$ cat config.mk
export PLATFORM = sky130hd
export DESIGN_NAME = uart_tx_descriptor_queue_flat
export DESIGN_NICKNAME = d
export VERILOG_FILES = /design/src/rtl/core/utxq_pkg.sv /design/src/rtl/core/utxq_if.sv /design/src/rtl/core/utxq_fill.sv /design/src/rtl/core/uart_tx_descriptor_queue.sv /design/src/flat_wrapper.sv
export SDC_FILE = /design/constraint.sdc
export NUM_CORES = 2
export LEC_CHECK = 0
export BUFFER_PORTS_ARGS = -buffer_cell sky130_fd_sc_hd__buf_2
export CAP_MARGIN = 15
export CELL_PAD_IN_SITES_DETAIL_PLACEMENT = 1
export CELL_PAD_IN_SITES_GLOBAL_PLACEMENT = 1
export CORE_MARGIN = 3
export CORE_UTILIZATION = 57
export CTS_CLUSTER_SIZE = 24
export DETAILED_ROUTE_END_ITERATION = 16
export MAX_ROUTING_LAYER = met4
export PLACE_DENSITY_LB_ADDON = 0.15
export SYNTH_ARGS = -nofsm -noshare
export SYNTH_HDL_FRONTEND = slang
export SYNTH_SLANG_ARGS = --single-unit
$ cat constraint.sdc
create_clock -name clk -period 25.6 [get_ports clk]
set_input_delay 5.12 -clock clk [delete_from_list [all_inputs] [get_ports clk]]
set_output_delay 5.12 -clock clk [all_outputs]
set_load 0.02 [all_outputs]
$ cat src/rtl/core/utxq_pkg.sv
// Package for the transmit descriptor queue.
// Holds the fixed field widths, function codes and shared types; no dependencies.
`default_nettype none

package utxq_pkg;

  localparam int ADDR_W    = 32;
  localparam int BUF_LEN_W = 16;
  localparam int CHUNK_W   = 5;

  typedef logic [ADDR_W-1:0]    addr_t;
  typedef logic [BUF_LEN_W-1:0] buf_len_t;
  typedef logic [CHUNK_W-1:0]   chunk_t;

  typedef enum logic {
    FUNC_ENQ  = 1'b0,
    FUNC_FILL = 1'b1
  } func_t;

  localparam chunk_t CHUNK_RESET = 5'd15;
  localparam chunk_t CHUNK_MAX   = 5'd16;
  localparam chunk_t CHUNK_MIN   = 5'd1;

  typedef struct packed {
    chunk_t len;
    addr_t  next_addr;
    logic   done;
  } fill_res_t;

endpackage

`default_nettype wire

$ cat src/rtl/core/utxq_if.sv
// Channel interfaces for the transmit descriptor queue: input and result.
// Depends on utxq_pkg for the payload types.
`default_nettype none

interface utxq_in_if;
  logic               valid;
  logic               ready;
  utxq_pkg::func_t    func;
  logic               port;
  utxq_pkg::addr_t    buf_addr;
  utxq_pkg::buf_len_t buf_len;

  modport source (output valid, func, port, buf_addr, buf_len, input ready);
  modport sink (input valid, func, port, buf_addr, buf_len, output ready);
endinterface

interface utxq_out_if;
  logic             valid;
  logic             ready;
  logic             accepted;
  utxq_pkg::addr_t  chunk_addr;
  utxq_pkg::chunk_t chunk_len;
  logic             head_done;

  modport source (output valid, accepted, chunk_addr, chunk_len, head_done, input ready);
  modport sink (input valid, accepted, chunk_addr, chunk_len, head_done, output ready);
endinterface

`default_nettype wire

$ cat src/rtl/core/utxq_fill.sv
// Fill step arithmetic: clamps the chunk limit, sizes the chunk and advances the head.
// Depends on utxq_pkg.
`default_nettype none

module utxq_fill #(
  parameter int LEN_BITS = 16
) (
  input  utxq_pkg::chunk_t    limit_cfg,
  input  utxq_pkg::addr_t     addr,
  input  logic [LEN_BITS-1:0] rem,
  output logic [LEN_BITS-1:0] next_rem,
  output utxq_pkg::fill_res_t res
);
  import utxq_pkg::*;

  chunk_t              lim;
  logic [LEN_BITS-1:0] lim_ext;
  logic                take_all;
  chunk_t              n;

  always_comb begin
    if (limit_cfg == '0) begin
      lim = CHUNK_MIN;
    end else if (limit_cfg > CHUNK_MAX) begin
      lim = CHUNK_MAX;
    end else begin
      lim = limit_cfg;
    end
    lim_ext       = LEN_BITS'(lim);
    take_all      = (rem <= lim_ext);
    n             = take_all ? rem[CHUNK_W-1:0] : lim;
    next_rem      = rem - LEN_BITS'(n);
    res.len       = n;
    res.next_addr = addr + ADDR_W'(n);
    res.done      = take_all;
  end

endmodule

`default_nettype wire

$ cat src/rtl/core/uart_tx_descriptor_queue.sv
// Transmit descriptor queue top level: per-port descriptor FIFOs and fill steps.
// Depends on utxq_pkg, utxq_if and utxq_fill.
//
// Each port keeps a FIFO of up to QUEUE_SLOTS buffer descriptors. An enqueue
// transaction appends a descriptor (refused with accepted low when the port's
// queue is full) and then runs a fill step on that port; a fill transaction runs
// a fill step only. A fill step reports up to chunk_limit bytes (clamped to the
// range 1 to 16) from the head descriptor and pops it once it is used up. One
// transaction is taken every cycle while the result channel does not stall; a
// result passes through the input register and then the result register, as the
// head and count registers of a port are read and updated in the same cycle. A
// transaction can still enter an empty input register while a result waits.
`default_nettype none

module uart_tx_descriptor_queue #(
  parameter int QUEUE_SLOTS = 10,
  parameter int NUM_PORTS   = 2,
  parameter int LEN_BITS    = 16
) (
  input  logic             clk,
  input  logic             rst_n,
  input  logic             cfg_we,
  input  utxq_pkg::chunk_t cfg_data,
  utxq_in_if.sink          in_ch,
  utxq_out_if.source       out_ch
);
  import utxq_pkg::*;

  localparam int PIW   = (NUM_PORTS > 1) ? $clog2(NUM_PORTS) : 1;
  localparam int SIW   = $clog2(QUEUE_SLOTS);
  localparam int CW    = $clog2(QUEUE_SLOTS + 1);
  localparam int SUMW  = CW + 1;
  localparam int EXT_W = LEN_BITS + BUF_LEN_W;

  chunk_t chunk_limit_r;

  logic     in_valid_r;
  func_t    in_func_r;
  logic     in_port_r;
  addr_t    in_addr_r;
  buf_len_t in_len_r;

  logic   out_valid_r;
  logic   out_accepted_r;
  addr_t  out_addr_r;
  chunk_t out_len_r;
  logic   out_done_r;

  logic [SIW-1:0]      head_r [NUM_PORTS];
  logic [CW-1:0]       cnt_r  [NUM_PORTS];
  addr_t               addr_r [NUM_PORTS][QUEUE_SLOTS];
  logic [LEN_BITS-1:0] rem_r  [NUM_PORTS][QUEUE_SLOTS];

  logic                advance;
  logic                port_ok;
  logic [PIW-1:0]      pi;
  logic [SIW-1:0]      head;
  logic [CW-1:0]       cnt;
  logic                full;
  logic                do_enq;
  logic                do_fill;
  logic [SUMW-1:0]     tail_sum;
  logic [SIW-1:0]      tail;
  logic [CW-1:0]       cnt_after;
  logic                have;
  logic                pop;
  logic [SIW-1:0]      head_inc;
  logic [EXT_W-1:0]    len_ext;
  logic [LEN_BITS-1:0] len_in;
  addr_t               hd_addr;
  logic [LEN_BITS-1:0] hd_rem;
  logic [LEN_BITS-1:0] next_rem;
  fill_res_t           fres;

  assign advance     = in_valid_r && (!out_valid_r || out_ch.ready);
  assign in_ch.ready = !in_valid_r || advance;

  always_comb begin
    port_ok   = (int'(in_port_r) < NUM_PORTS);
    pi        = PIW'(in_port_r);
    head      = head_r[pi];
    cnt       = cnt_r[pi];
    full      = (cnt >= CW'(QUEUE_SLOTS));
    do_enq    = port_ok && (in_func_r == FUNC_ENQ) && !full;
    do_fill   = port_ok && ((in_func_r == FUNC_FILL) || !full);
    tail_sum  = SUMW'(head) + SUMW'(cnt);
    if (tail_sum >= SUMW'(QUEUE_SLOTS)) begin
      tail = SIW'(tail_sum - SUMW'(QUEUE_SLOTS));
    end else begin
      tail = SIW'(tail_sum);
    end
    cnt_after = cnt + CW'(do_enq);
    have      = do_fill && (cnt_after != '0);
    len_ext   = EXT_W'(in_len_r);
    len_in    = len_ext[LEN_BITS-1:0];
    if (cnt == '0) begin
      hd_addr = in_addr_r;
      hd_rem  = len_in;
    end else begin
      hd_addr = addr_r[pi][head];
      hd_rem  = rem_r[pi][head];
    end
    pop      = have && fres.done;
    head_inc = (head == SIW'(QUEUE_SLOTS - 1)) ? '0 : head + SIW'(1);
  end

  utxq_fill #(
    .LEN_BITS (LEN_BITS)
  ) u_fill (
    .limit_cfg (chunk_limit_r),
    .addr      (hd_addr),
    .rem       (hd_rem),
    .next_rem  (next_rem),
    .res       (fres)
  );

  always_ff @(posedge clk) begin
    if (!rst_n) begin
      chunk_limit_r <= CHUNK_RESET;
      in_valid_r    <= 1'b0;
      out_valid_r   <= 1'b0;
      for (int i = 0; i < NUM_PORTS; i++) begin
        head_r[i] <= '0;
        cnt_r[i]  <= '0;
      end
    end else begin
      if (cfg_we) begin
        chunk_limit_r <= cfg_data;
      end
      if (in_ch.ready) begin
        in_valid_r <= in_ch.valid;
      end
      if (advance) begin
        out_valid_r <= 1'b1;
      end else if (out_ch.ready) begin
        out_valid_r <= 1'b0;
      end
      if (advance && port_ok) begin
        cnt_r[pi] <= cnt_after - CW'(pop);
        if (pop) begin
          head_r[pi] <= head_inc;
        end
      end
    end
  end

  always_ff @(posedge clk) begin
    if (in_ch.ready) begin
      in_func_r <= in_ch.func;
      in_port_r <= in_ch.port;
      in_addr_r <= in_ch.buf_addr;
      in_len_r  <= in_ch.buf_len;
    end
    if (advance) begin
      out_accepted_r <= do_fill;
      out_addr_r     <= have ? hd_addr : '0;
      out_len_r      <= have ? fres.len : '0;
      out_done_r     <= pop;
      if (do_enq && (cnt != '0)) begin
        addr_r[pi][tail] <= in_addr_r;
        rem_r[pi][tail]  <= len_in;
      end
      if (have) begin
        addr_r[pi][head] <= fres.next_addr;
        rem_r[pi][head]  <= next_rem;
      end
    end
  end

  assign out_ch.valid      = out_valid_r;
  assign out_ch.accepted   = out_accepted_r;
  assign out_ch.chunk_addr = out_addr_r;
  assign out_ch.chunk_len  = out_len_r;
  assign out_ch.head_done  = out_done_r;

endmodule

`default_nettype wire
$ cat src/flat_wrapper.sv
// flat-port wrapper written by rule: the top's interface ports become plain ports
module uart_tx_descriptor_queue_flat import utxq_pkg::*;
#(
  parameter int QUEUE_SLOTS = 10,
  parameter int NUM_PORTS   = 2,
  parameter int LEN_BITS    = 16
)
  (clk, rst_n, cfg_we, cfg_data, in_ch_valid, in_ch_func, in_ch_port, in_ch_buf_addr, in_ch_buf_len, in_ch_ready, out_ch_valid, out_ch_accepted, out_ch_chunk_addr, out_ch_chunk_len, out_ch_head_done, out_ch_ready);
  utxq_in_if in_ch_i ();
  utxq_out_if out_ch_i ();
  input  logic clk;
  input  logic rst_n;
  input  logic cfg_we;
  input  utxq_pkg::chunk_t cfg_data;
  input wire logic [$bits(in_ch_i.valid)-1:0] in_ch_valid;
  input wire logic [$bits(in_ch_i.func)-1:0] in_ch_func;
  input wire logic [$bits(in_ch_i.port)-1:0] in_ch_port;
  input wire logic [$bits(in_ch_i.buf_addr)-1:0] in_ch_buf_addr;
  input wire logic [$bits(in_ch_i.buf_len)-1:0] in_ch_buf_len;
  output wire logic [$bits(in_ch_i.ready)-1:0] in_ch_ready;
  output wire logic [$bits(out_ch_i.valid)-1:0] out_ch_valid;
  output wire logic [$bits(out_ch_i.accepted)-1:0] out_ch_accepted;
  output wire logic [$bits(out_ch_i.chunk_addr)-1:0] out_ch_chunk_addr;
  output wire logic [$bits(out_ch_i.chunk_len)-1:0] out_ch_chunk_len;
  output wire logic [$bits(out_ch_i.head_done)-1:0] out_ch_head_done;
  input wire logic [$bits(out_ch_i.ready)-1:0] out_ch_ready;
  assign in_ch_i.valid = in_ch_valid;
  assign in_ch_i.func = in_ch_func;
  assign in_ch_i.port = in_ch_port;
  assign in_ch_i.buf_addr = in_ch_buf_addr;
  assign in_ch_i.buf_len = in_ch_buf_len;
  assign in_ch_ready = in_ch_i.ready;
  assign out_ch_valid = out_ch_i.valid;
  assign out_ch_accepted = out_ch_i.accepted;
  assign out_ch_chunk_addr = out_ch_i.chunk_addr;
  assign out_ch_chunk_len = out_ch_i.chunk_len;
  assign out_ch_head_done = out_ch_i.head_done;
  assign out_ch_i.ready = out_ch_ready;
  uart_tx_descriptor_queue #(.QUEUE_SLOTS(QUEUE_SLOTS), .NUM_PORTS(NUM_PORTS), .LEN_BITS(LEN_BITS)) u_core (.clk(clk), .rst_n(rst_n), .cfg_we(cfg_we), .cfg_data(cfg_data), .in_ch(in_ch_i), .out_ch(out_ch_i));
endmodule
### Word-level counts from Yosys, hierarchy flattened

Memory sizes are Yosys's and may differ from the RTL's. A register that Yosys moved wholly into a read port is not among the register bits.
Index checks and enable logic that the tools add are counted.

* reduce and logical (&&, ||, !) cells: 20
* $lt $le $gt $ge: 8
* add/sub/neg operators: 7
* eq/ne operators: 1
* mux-type cells: 529
* bitwise logic cells: 483

Operators by type and width (count)
* $mux 320: 2
* $mux 1: 502
* $or 1x1->1: 480
* $mux 160: 2
* $demux 32 s4: 2
* $mux 32: 5
* $bmux 32 s4: 1
* $demux 16 s4: 2
* $mux 16: 5
* $bmux 16 s4: 1
* $add 32x5->32: 1
* $le 16x5->1: 1
* $mux 4: 4
* $sub 16x5->16: 1
* $mux 5: 3
* $ge 5x5->1 const B: 2
* $lt 5x1->1 const B: 2
* $not 4->5: 2
* $reduce_bool 4->1: 2
* $reduce_or 4->1: 2
* $logic_and 1x1->1: 7
* $add 4x4->5: 1
* $ge 5x4->1 const B: 1
* $gt 5x5->1 const B: 1
* 12 further kinds: 16

* bits in registers: 96
* memories kept: 4
* output and inout port bits: 41
* memory bits (writable): 976
* logic and storage cells: 1063
* input bits: 60

Memories
* u_core.addr_r: words 2, width 320, read ports 1, clocked after memory_dff 1, wr ports 1, RTL line uart_tx_descriptor_queue.sv:51 `addr_t addr_r [NUM_PORTS][QUEUE_SLOTS];`
* u_core.rem_r: words 2, width 160, read ports 1, clocked after memory_dff 1, wr ports 1, RTL line uart_tx_descriptor_queue.sv:52 `logic [LEN_BITS-1:0] rem_r [NUM_PORTS][QUEUE_SLOTS];`
* u_core.cnt_r: words 2, width 4, read ports 1, clocked after memory_dff 1, wr ports 2, RTL line uart_tx_descriptor_queue.sv:50 `logic [CW-1:0] cnt_r [NUM_PORTS];`
* u_core.head_r: words 2, width 4, read ports 1, clocked after memory_dff 1, wr ports 2, RTL line uart_tx_descriptor_queue.sv:49 `logic [SIW-1:0] head_r [NUM_PORTS];`

### Longest topological paths before layout

* word-level depth: 13
* depth in mapped cells: 40
* depth with buffers taken out: 31

### Hierarchy

Synthesis repeated with hierarchy kept, for this count alone.

* cell total of the unflattened synthesis: 3319
* area, all modules: 50731.2 um2

By module, submodules not included
* uart_tx_descriptor_queue: area each 49296.0 um2, cells an instance 3120, sequential area each 32140.8 um2, times used 1
* utxq_fill: area each 1435.1 um2, cells an instance 199, sequential area each 0.0 um2, times used 1

### Worst setup path after synthesis

No wires, ideal clock.

* path type: input to register
* start: in out_ch_ready
* end: mem u_core.addr_r[1][160] (netlist name), enable pin
* setup slack: 14036 ps
* stages: 10
* arrival: 11037 ps
* required time: 25073 ps
* library setup time: 527 ps
* buffers on the path: 2
* path through: nor2b_1 > nor2b_1 > clkbuf_1 > clkbuf_1 > nand3_1 > inv_1 > nand2_1 > nor2_1 > nand2b_1 > a21boi_0

* cells in the longest elaborated chain, start to end: 5
* elaborated cells on any way between the ends: 7
* classes of those cells: 4 x mux; 1 x bitwise; 2 x reduce/logical

RTL lines
* from (decl): RTL line flat_wrapper.sv:26 `input wire logic [$bits(out_ch_i.ready)-1:0] out_ch_ready;`
* $logic_or 1x1->1 *: RTL line uart_tx_descriptor_queue.sv:75 `assign advance = in_valid_r && (!out_valid_r || out_ch.ready);`
* $logic_and 1x1->1 *: RTL line uart_tx_descriptor_queue.sv:75
* net u_core.advance: RTL line uart_tx_descriptor_queue.sv:54 `logic advance;`
* $mux 1: RTL line uart_tx_descriptor_queue.sv:154 `if (advance) begin`
* $mux 320, on equally long branches: RTL line uart_tx_descriptor_queue.sv:160, uart_tx_descriptor_queue.sv:164
* $or 1x1->1 (no source line) *
* to (decl): RTL line uart_tx_descriptor_queue.sv:51

Mark *: on every way through the listed nets, which the timed path passes. The rest lies on a longest branch.

### Worst setup path in the final report

* start: in out_ch_ready
* end: out in_ch_ready

* cells in the longest elaborated chain, start to end: 3

RTL lines
* $logic_or 1x1->1: RTL line uart_tx_descriptor_queue.sv:75
* $logic_and 1x1->1: RTL line uart_tx_descriptor_queue.sv:75
* $logic_or 1x1->1: RTL line uart_tx_descriptor_queue.sv:76 `assign in_ch.ready = !in_valid_r || advance;`
* to (decl): RTL line flat_wrapper.sv:20 `output wire logic [$bits(in_ch_i.ready)-1:0] in_ch_ready;`

Every way passes these cells.

==> metrics <==
first-pass GRT wire length about 270 mm; Slew @ Worst Pin 1300 ps; share of cells above drive strength 1 15.18%; gpl congestion 0.9232; PwrDens 74.56 mW/mm2; Slew Viols, Final 0; switching part of the total roughly a quarter; # H-tree levels 3; Reg clk slew, reported paths approximately 60 ps; async set-reset flop share out of synthesis 0%; Syn Area/Cell 13.27 um2; Ports 101; Die X ~300 um; area leader, netlist edfxtp_1; routed vias 36330; setup TNS 0 ps; syn_nets 3782; initial antenna violation count 6; drt drc 0; worst hold path class flop to flop; Layout Nets 3813; Routed Antenna Nets 0; Switching Power roughly 0.0010 W; CP Launch Type input port; core area between 0.08 and 0.09 mm2; commonest register cell after synthesis edfxtp_1; Port-buffer cells 100; top cells by area, synth edfxtp_1, mux2i_1, o21ai_0; Die Height 299.3 um; clock network fraction of total power 39.6%; Initial Util 58.04%; DPL Wire Length 105.7 mm; r2r setup slk ~15000 ps; Clock Tree Root clkbuf_16; critical-path maximum fanout 26; Fill cells 7977; # resized after CTS 0; WHS a little over 500 ps; max cap viols 0; Synth warnings 0; drt pass-1 iters 8; vias in the first global route 38270; unrepaired setup endpoints after global routing no; hold buffer count at CTS 0; row count 106; largest net degree at the start of global routing 116; CTS sink count ~1100; combinational share of power about 11%; Reg power frac 49.3%; fmax between 80 and 90 MHz; Num CTS Buffers 110; Cell Int Power 0.003002 W; post-layout min period 11510 ps; Period Utilization, post-route 44.96%; share of the synthesized area in the top cell type 65.22%; grt total ovfl 0; Clk Latency, worst-skew pair approximately 710 ps; Max-slew headroom 13.35%; Finish-stage setup viols 0; postcts setup bufs 0; Mapped Area 0.04904 mm2; CTS tree done; final WL between 150 and 200 mm; Area Growth Syn to Fin 10.77%; Crit Path Class input port to output pin; Distinct cells, synth 99; Critical Path RT 20480 ps; DRT iter0 DRCs 5525; hold path startpoint u_core.chunk_limit_r[0]; wire per inst 37.93 um; Gate Count Post-Synth roughly 3700; Max VDD drop around 0.066 mV; clock skew 27.66 ps; die area 0.08959 mm2; crit path DAT around 6400 ps; Hold Fails Final Rpt 0; Static Leakage 19.32 nW; Tot GR Track Use 42.69%; status finished, final reports clean; routed vias/inst 7.337; Post-synth EDFFs 1065; Yosys reg bits 1073; Setup crit end kind output pin; register area share after synthesis 65.54%; crit path from out_ch_ready; deepest clock path buffer count 3
[final timing paths]
kind,endpoint,cells past startpoint
max,in_ch_ready,4
min,u_core.chunk_limit_r[0],2
min reg2reg,u_core.chunk_limit_r[0],2
max reg2reg,u_core.addr_r[1][113],32
[metal layers]
metal | vias up | part of all wire (%) | track usage (%)
met1 | 18080 | 33 | 51.26
met4 | 0 | 7.5 | 26.61
met3 | 938 | 13 | 10.41
met2 | 3144 | 46 | 65.37
met5 | - | 0 | -
li1 | 14170 | - | -
[cell usage in the layout (no fill, tap or decap), types with 46 or more instances in the layout]
cell	instances
o21ai_0	439
buf_2	101
mux2_2	101
o22ai_1	66
mux4_2	46
a21oi_1	85
mux2i_1	309
clkbuf_16	114
edfxtp_1	1065
buf_4	103
nor2_1	107
nand2_1	580
[power groups by stage]
stage / Combinational [W] / Sequential, W / Clock [W]
floorplan: 0.000259 / 0.00202 / 0
global placement: 0.000395 / 0.00203 / 0
detailed placement: 0.000421 / 0.00203 / 0
CTS: 0.000430 / 0.00200 / 0.00160
global route: 0.000465 / 0.00200 / 0.00167
finish: 0.000448 / 0.00200 / 0.00161
[kinds of logic after synthesis]
logic type / count (synthesis) / share of synthesized area, %
flip-flops: 1073 / 65.54
AND/OR/NAND/NOR: 923 / 8.384
AO/OA/AOI/OAI: 851 / 10.71
multiplexers: 458 / 10.79
buffers and inverters: 313 / 2.914
XOR/XNOR: 50 / 0.9237
adder cells (fa/ha/maj): 27 / 0.7349
[registers in the layout, summed over array words and instances (netlist names), named ones only]
name and flops:
u_core.addr_r 640, u_core.rem_r 320, u_core.in_addr_r 32, u_core.out_ch.chunk_addr 32, u_core.in_len_r 16, u_core.cnt_r 8
u_core.head_r 8, u_core.chunk_limit_r 5, u_core.out_ch.chunk_len 5, u_core.in_func_r 1, u_core.in_port_r 1, u_core.in_valid_r 1
u_core.out_ch.accepted 1, u_core.out_ch.head_done 1, u_core.out_ch.valid 1
[worst max-delay path: stages]
cell	delay (ps)
buf_2	100
nor2b_1	390
nand2_4	430
buf_2	310
[metrics by stage]
stage / cell area (um2) / total power, W / setup WS (ps) / std cells / util (%)
2_1_floorplan: 49040 / 0.002279 / 14040 / 3695 / -
3_3_place_gp: 50720 / 0.002424 / 14170 / 4742 / 60.04
3_5_place_dp: 50720 / 0.002453 / 14110 / 4742 / 60.04
4_1_cts: 54220 / 0.004026 / 14110 / 4942 / 64.18
5_1_grt: 54320 / 0.004135 / 14050 / 4951 / 64.29
6_report: 54320 / 0.004050 / 14090 / 4952 / 64.29
[cell usage after synthesis (all sizes together) (33+ instances only)]
cell type	count
edfxtp	1065
nand2	582
o21ai	445
mux2i	310
clkbuf	202
nor2	120
mux2	102
buf	89
a21oi	88
o22ai	69
mux4	46
nand3	37
xnor2	33
[cell type report]
| type | count | area (um2) | share of cell area, % |
|---|---|---|---|
| Antenna cell | 4 | 10.01 | 0.01843 |
| Clock buffer | 142 | 2958 | 5.445 |
| Clock inverter | 58 | 539.3 | 0.9928 |
| Inverter | 22 | 82.58 | 0.1520 |
| Multi-Input combinational cell | 2309 | 15770 | 29.04 |
| Sequential cell | 1073 | 32140 | 59.18 |
| Tap cell | 1134 | 1419 | 2.612 |
| Timing Repair Buffer | 210 | 1393 | 2.564 |
(Power assumes the default switching activity.)
